`config.mk`:
```
export PLATFORM = sky130hd
export DESIGN_NAME = lpdp_front
export DESIGN_NICKNAME = d
export VERILOG_FILES = /design/src/rtl/core/lpdp_pkg.sv /design/src/rtl/core/lpdp_front.sv
export SDC_FILE = /design/constraint.sdc
export NUM_CORES = 1
export LEC_CHECK = 0
export BUFFER_PORTS_ARGS = -buffer_cell sky130_fd_sc_hd__buf_4
export CORE_MARGIN = 5
export CORE_UTILIZATION = 51
export DETAILED_ROUTE_END_ITERATION = 8
export PLACE_DENSITY_LB_ADDON = 0.1
export SETUP_SLACK_MARGIN = 0.4
export SLEW_MARGIN = 20
export SYNTH_ARGS = -nofsm -noshare
export SYNTH_HDL_FRONTEND = slang
export SYNTH_SLANG_ARGS = --single-unit
export TNS_END_PERCENT = 100
```
`constraint.sdc`:
```
create_clock -name clk -period 3.1 [get_ports clk]
set_input_delay 0.62 -clock clk [delete_from_list [all_inputs] [get_ports clk]]
set_output_delay 0.62 -clock clk [all_outputs]
set_load 0.05 [all_outputs]
```
`src/rtl/core/lpdp_pkg.sv`:
```
// ----------------------------------------------------------------------------
// lpdp_pkg
// Shared widths, constants and types of the lidar point depth projection.
// ----------------------------------------------------------------------------
package lpdp_pkg;

	localparam int PIXEL_INDEX_BITS = 12;

	localparam int COORD_W  = 24;
	localparam int COEF_W   = 32;
	localparam int REG_W    = 64;
	localparam int SIZE_W   = 13;
	localparam int DEPTH_W  = 16;
	localparam int CFG_IDX_W = 3;

	// Datapath widths: product, row sum, divider numerator and trial divisor.
	localparam int PROD_W = COEF_W + COORD_W;
	localparam int SUM_W  = PROD_W + 2;
	localparam int NUM_W  = SUM_W + 1;
	localparam int EXT_W  = NUM_W + PIXEL_INDEX_BITS;
	localparam int CMP_W  = ((PIXEL_INDEX_BITS > SIZE_W) ? PIXEL_INDEX_BITS : SIZE_W) + 1;
	localparam int TRANS_SHIFT = 10;

	// Depth code: round(w * 800 / 2^26), saturated.
	localparam int DMUL_W      = 40;
	localparam int DSCALE_W    = 10;
	localparam int DPROD_W     = DMUL_W + DSCALE_W;
	localparam int ROUND_SHIFT = 26;
	localparam int DRND_W      = DPROD_W - ROUND_SHIFT;
	localparam logic [DSCALE_W-1:0] DEPTH_SCALE = DSCALE_W'(800);
	localparam logic [DPROD_W-1:0]  ROUND_HALF  = DPROD_W'(1) << (ROUND_SHIFT - 1);
	localparam logic [DEPTH_W-1:0]  DEPTH_MAX   = '1;

	// Forward range window, Q13.10 metres, both ends excluded.
	localparam logic signed [COORD_W-1:0] FWD_MIN = COORD_W'(5 * 1024);
	localparam logic signed [COORD_W-1:0] FWD_MAX = COORD_W'(80 * 1024);

	// Queue between front and back.
	localparam int QDEPTH = 4;
	localparam int QPTR_W = $clog2(QDEPTH);
	localparam int QCNT_W = $clog2(QDEPTH + 1);

	localparam int DIV_STAGES = PIXEL_INDEX_BITS + 1;

	localparam logic [SIZE_W-1:0] WIDTH_RESET  = SIZE_W'(1242);
	localparam logic [SIZE_W-1:0] HEIGHT_RESET = SIZE_W'(375);

	typedef enum logic [CFG_IDX_W-1:0] {
		REG_ROW0_AB = 3'd0,
		REG_ROW0_CD = 3'd1,
		REG_ROW1_AB = 3'd2,
		REG_ROW1_CD = 3'd3,
		REG_ROW2_AB = 3'd4,
		REG_ROW2_CD = 3'd5,
		REG_WIDTH   = 3'd6,
		REG_HEIGHT  = 3'd7
	} cfg_reg_t;

	typedef struct packed {
		logic signed [COORD_W-1:0] fwd;
		logic signed [COORD_W-1:0] left;
		logic signed [COORD_W-1:0] up;
		logic                      frame_end;
		logic                      keep;
	} point_t;

	typedef struct packed {
		logic [2:0][REG_W-1:0] ab;
		logic [2:0][REG_W-1:0] cd;
		logic [SIZE_W-1:0]     width;
		logic [SIZE_W-1:0]     height;
	} cfg_t;

endpackage

```
`src/rtl/core/lpdp_front.sv`:
```
// ----------------------------------------------------------------------------
// lpdp_front
// Accepts point beats, applies the forward range window and queues them.
// ----------------------------------------------------------------------------
module lpdp_front import lpdp_pkg::*; (
	input  logic                      clk,
	input  logic                      arst_n,
	input  logic                      in_valid,
	output logic                      in_stall,
	input  logic signed [COORD_W-1:0] point_fwd,
	input  logic signed [COORD_W-1:0] point_left,
	input  logic signed [COORD_W-1:0] point_up,
	input  logic                      frame_end,
	output logic                      q_valid,
	output point_t                    q_head,
	input  logic                      q_pop
);

	point_t            mem_q [QDEPTH];
	logic [QPTR_W-1:0] wr_ptr_q;
	logic [QPTR_W-1:0] rd_ptr_q;
	logic [QCNT_W-1:0] cnt_q;
	logic              push;
	point_t            item;

	// Classify the incoming beat.
	always_comb begin
		item.fwd       = point_fwd;
		item.left      = point_left;
		item.up        = point_up;
		item.frame_end = frame_end;
		item.keep      = (point_fwd > FWD_MIN) && (point_fwd < FWD_MAX);
	end

	assign in_stall = (cnt_q == QCNT_W'(QDEPTH));
	assign push     = in_valid && !in_stall;
	assign q_valid  = (cnt_q != '0);
	assign q_head   = mem_q[rd_ptr_q];

	// Queue storage.
	always_ff @(posedge clk) begin
		if (push) begin
			mem_q[wr_ptr_q] <= item;
		end
	end

	// Queue pointers and fill count.
	always_ff @(posedge clk or negedge arst_n) begin
		if (!arst_n) begin
			wr_ptr_q <= '0;
			rd_ptr_q <= '0;
			cnt_q    <= '0;
		end else begin
			if (push) begin
				wr_ptr_q <= wr_ptr_q + 1'b1;
			end
			if (q_pop) begin
				rd_ptr_q <= rd_ptr_q + 1'b1;
			end
			case ({push, q_pop})
				2'b10:   cnt_q <= cnt_q + 1'b1;
				2'b01:   cnt_q <= cnt_q - 1'b1;
				default: cnt_q <= cnt_q;
			endcase
		end
	end

endmodule

```
* Word level (Yosys, flattened, before mapping)
Memory sizes are Yosys's and may differ from the RTL's.
Index checks and enable logic that the tools add are counted.
** Storage, ports and cells
- Register bits after elaboration :: 7
- Output and inout bits :: 76
- Word-level logic and storage cells :: 21
- Memories kept :: 1
- Bits in writable memories :: 296
** Operators by class
- Reduce and logical (&&, ||, !) cells :: 5
- Add/subtract/negate cells :: 4
- Equality and inequality tests :: 3
- Order comparisons :: 2
- Mux-type cells :: 3
** Memories
- mem_q :: words 4, bits a word 74, rd ports 1, clocked after Yosys merged registers in 0, write ports 1, line lpdp_front.sv:19 : point_t mem_q [QDEPTH];
** Operator list (count)
- 24-bit by 14-bit greater-than comparator with 1-bit output, second input constant :: 1
- 24-bit by 18-bit < comparator with 1-bit output, second input constant :: 1
- 3-bit case mux with 2 select lines :: 1
- 2-bit by 1-bit adder with 2-bit output, second input constant :: 2
- 3-bit by 1-bit adder with 3-bit output, second input constant :: 1
- 3-bit equality test, second input constant :: 1
- 3-bit nonzero test :: 1
- 3-bit by 1-bit subtractor with 3-bit output, second input constant :: 1
- 2-bit by 1-bit equality test with 1-bit output, second input constant :: 1
- 2-bit equality test, second input constant :: 1
- 1-bit logical AND :: 2
- 1-bit 2-to-1 mux :: 2
- 2-bit nonzero test :: 1
- 1-bit zero test :: 1

* Longest topological paths before layout
- Word-level depth :: 5
- Gate-level depth with buffers :: 9

* Least setup slack after synthesis
Ideal clock, no wire load.
- Kind :: flip-flop to flip-flop
- Start :: reg cnt_q[0]
- End :: mem mem_q[0][0] (netlist name), enable pin
- Clock period less this slack :: 3.551 ns
- Setup time :: 0.591 ns
- Arrival :: 2.960 ns
- Setup slack :: -0.451 ns
- Stages on the path, launching flop included :: 4
- Cells stage by stage :: dfrtp_1 > nor3b_1 > nor2b_1 > and2_1
** Between the ends
- Word-level cells in the longest chain between the ends :: 5
** RTL lines
- start, declared :: line lpdp_front.sv:22 : logic [QCNT_W-1:0] cnt_q;
- start signal, assigned :: line lpdp_front.sv:61 : 2'b10: cnt_q <= cnt_q + 1'b1;
- start signal, assigned :: line lpdp_front.sv:62 : 2'b01: cnt_q <= cnt_q - 1'b1;
- start signal, assigned :: line lpdp_front.sv:63 : default: cnt_q <= cnt_q;
- 3-bit equality test :: line lpdp_front.sv:35 : assign in_stall = (cnt_q == QCNT_W'(QDEPTH));
- net in_stall :: line lpdp_front.sv:9 : output logic in_stall,
- 1-bit zero test :: line lpdp_front.sv:36 : assign push = in_valid && !in_stall;
- 1-bit logical AND :: line lpdp_front.sv:36
- 1-bit 2-to-1 mux :: line lpdp_front.sv:42 : if (push) begin
- 1-bit 2-to-1 mux (implied by the code) :: line lpdp_front.sv:43 : mem_q[wr_ptr_q] <= item;
- end, declared :: line lpdp_front.sv:19
The timed path passes the listed nets, and every way through them passes these cells.

==> metrics.txt <==
CTS clk-pin slew, worst paths=about 60 ps; CP Cell Sequence=buf_12, clkbuf_16, mux4_2, buf_6; Final Max Slew Viols=0; row count=54; synthesized area per cell=~26 um^2; ratio of final minimum period to clock period=0.866; RR Startpoint=cnt_q[2]$_DFFE_PN0P_; core area=roughly 22000 um^2; Die Width=about 160 um; Synth area leader=edfxtp_1; pwr dens=~1100 nW/um^2; setup_tns=0 ps; Fin. Hold Viols=0; pin count of the biggest net entering global routing=between 40 and 50; synthesized flop and latch total=slightly above 300; Worst Setup End Kind=output pin; ys async rst share=0.0231; slew margin rel.=0.587; initial antenna violation count=0; initial core utilization=0.515; Worst-Margin Slew=618 ps; nets@finish=between 700 and 800; Chip Height=158 um; Synth Cell Area=approximately 11000 um^2; RSZ-0062 raised after global routing=yes; RePlAce Congestion=a little over 0.7; max_cap viols=0; Bufs on Longest Clock Path=3; DR iter-0 viols=about 230; reg2reg path depth=4; Setup Skew=around 14 ps; post-synthesis cell type count=28; Diodes inserted=0; Layout area overhead=26.6%; Syn Inst Count=434; DRC=0; YS warnings=0; Buf/Inv on CP=3; Worst path depth=4; worst stage delay on the critical path=about 520 ps; Worst Setup Path Type=reg2out; min-delay worst type=in2reg; Boundary Pins=around 150; Critical Path RT=about 2500 ps; fraction of layout cells with a size suffix above 1=0.470; Port Buf Inserts=roughly 150; post-DR wirelength/cell=roughly 23 um; cts bufs inserted=30; reg2reg end=mem_q[1][0]$_DFFE_PP_; final worst path period need=~2700 ps; Crit-path slowest cell=mux4_2; # clock sinks=approximately 300; syn_nets=517; CP startpoint=rd_ptr_q[0]$_DFFE_PN0P_; Post-DP Area=about 13000 um^2; outcome=finished clean; largest fanout on the critical path=6; Post-synth EDFFs=roughly 300; vias in the first global route=between 5000 and 6000; final wirelength=about 21000 um; Final Cell Area=14200 um^2; crit path capture=q_head[55]; Seq/Total Area, Yosys=0.809; DRT Pass-1 Iters=4; Fillers=1469; first-pass GRT wire length=between 30000 and 40000 um; worst vdd ir=between 0.5 and 0.6 mV; Die Outline Area=roughly 25000 um^2; Worst-Skew Late Latency=roughly 530 ps; pre-CTS setup slack=around 630 ps; Synth top area share=0.794; DR vias/cell=~5.5; FF-to-FF setup slack=approximately 950 ps; Synth area leaders=edfxtp_1, mux4_2, dfrtp_1; Post-synth top flop=edfxtp_1; Global Route Usage Sum=0.168; root buffer cell=clkbuf_16; CTS tree=built; fin worst setup slack=between 400 and 500 ps; crit-path leading delay family=multiplexers; Pleak=about 5 nW; Vias=~5100; grt total ovfl=0; fmax=372 MHz; count leader, synth=edfxtp_1; Startpoint Class=flip-flop; Final HPWL DP=around 13000 um; H-tree Lvls=1; final setup vio count=0; Arr. time, crit path=about 2000 ps; Post-synth top cells=edfxtp_1, mux4_2, dfrtp_1, buf_2, inv_1; antenna viol nets, final=0
[report_power, final]
group | internal (mW) | switching, mW | total (mW)
Combinational | 2.79 | 4.21 | 7.00
Sequential | 5.42 | 0.249 | 5.67
Clock | 2.08 | 1.39 | 3.47
[metrics by stage]
step / cells / utilization / hold WS (ps) / power (mW)
CTS: 929 / 0.643 / 258 / 16.0
detailed placement: 862 / 0.586 / 443 / 12.1
floorplan: 434 / - / 324 / 10.2
global route: 933 / 0.652 / 260 / 16.8
global placement: 862 / 0.586 / 438 / 12.0
finish: 933 / 0.652 / 286 / 16.1
[routing by layer]
metal | up-vias | global-route usage | share of wire
met5 | - | 0 | 0
met4 | 0 | 0.0353 | 0.013
met3 | 23 | 0.0377 | 0.065
met2 | 141 | 0.288 | 0.51
met1 | 2690 | 0.226 | 0.42
li1 | 2257 | - | -
[worst reg2reg max path: stages (launching register included)]
cell and delay [ps]:
dfrtp_1 400, nor3b_2 170, nor2b_1 500, and2_4 420, buf_4 350
[cells by family after synthesis]
logic type      count (synthesis)  synth area share
compound gates                  4           0.00212
xor+xnor                        6           0.00469
fa+ha+maj                       6           0.00737
buf+inv                        23            0.0173
flops                         303             0.809
mux                            76             0.151
simple gates                   16           0.00860
[how the worst min path moves through the flow]
stage | from | to | slack [ps] | cells past startpoint
floorplan | arst_n | cnt_q[0]$_DFFE_PN0P_ | 320 | 0
global placement | arst_n | cnt_q[0]$_DFFE_PN0P_ | 440 | 1
detailed placement | arst_n | cnt_q[0]$_DFFE_PN0P_ | 440 | 1
CTS | point_left[21] | mem_q[0][47]$_DFFE_PP_ | 260 | 1
global route | point_left[19] | mem_q[0][45]$_DFFE_PP_ | 260 | 1
finish | point_left[21] | mem_q[0][47]$_DFFE_PP_ | 290 | 1
[sequential cells by signal (all words and copies together) (netlist names)]
| signal | cells |
|---|---|
| rd_ptr_q | 2 |
| mem_q | 296 |
| cnt_q | 3 |
| wr_ptr_q | 2 |
[placed cells by master, fill, tap and decap left out, drive strengths merged]
cell type | netlist | routed
nand2 | 1 | 1
a21oi | 1 | 1
nand3 | 1 | 1
dlygate4sd3 | 0 | 1
nor4b | 1 | 1
mux4 | 74 | 74
and2 | 4 | 4
nor2 | 1 | 1
xnor2 | 3 | 3
clkbuf | 2 | 43
nor4 | 4 | 4
nor2b | 1 | 1
or3 | 1 | 1
inv | 6 | 6
fa | 1 | 1
dfrtp | 7 | 7
mux2 | 1 | 1
mux2i | 1 | 1
clkinv | 0 | 14
o21ai | 2 | 2
bufbuf | 0 | 1
bufinv | 0 | 3
ha | 5 | 5
nor3 | 1 | 1
a31o | 1 | 1
buf | 15 | 174
nor3b | 1 | 1
edfxtp | 296 | 296
xor2 | 3 | 3
[repair_timing]
| item | 4_1_cts | 5_1_grt |
|---|---|---|
| endpoints found under the setup margin | 74 | 68 |
| hold buffers | 1 | 0 |
| cloned | 2 | 4 |
| endpoints found under the hold margin | 7 | 0 |
| setup buffers | 8 | 0 |
| gates resized for setup | 33 | 26 |
[area by class of cell]
type	instances	area, um^2	share of cell area
clock buffers	39	806	0.0568
clock inverters	17	160	0.0113
inverters	6	22.5	0.00159
multi-input cells	108	1960	0.138
flip-flops and latches	303	9070	0.640
well taps	280	350	0.0247
repair buffers	180	1820	0.128
No activity file was read; power rests on OpenSTA's default activity.
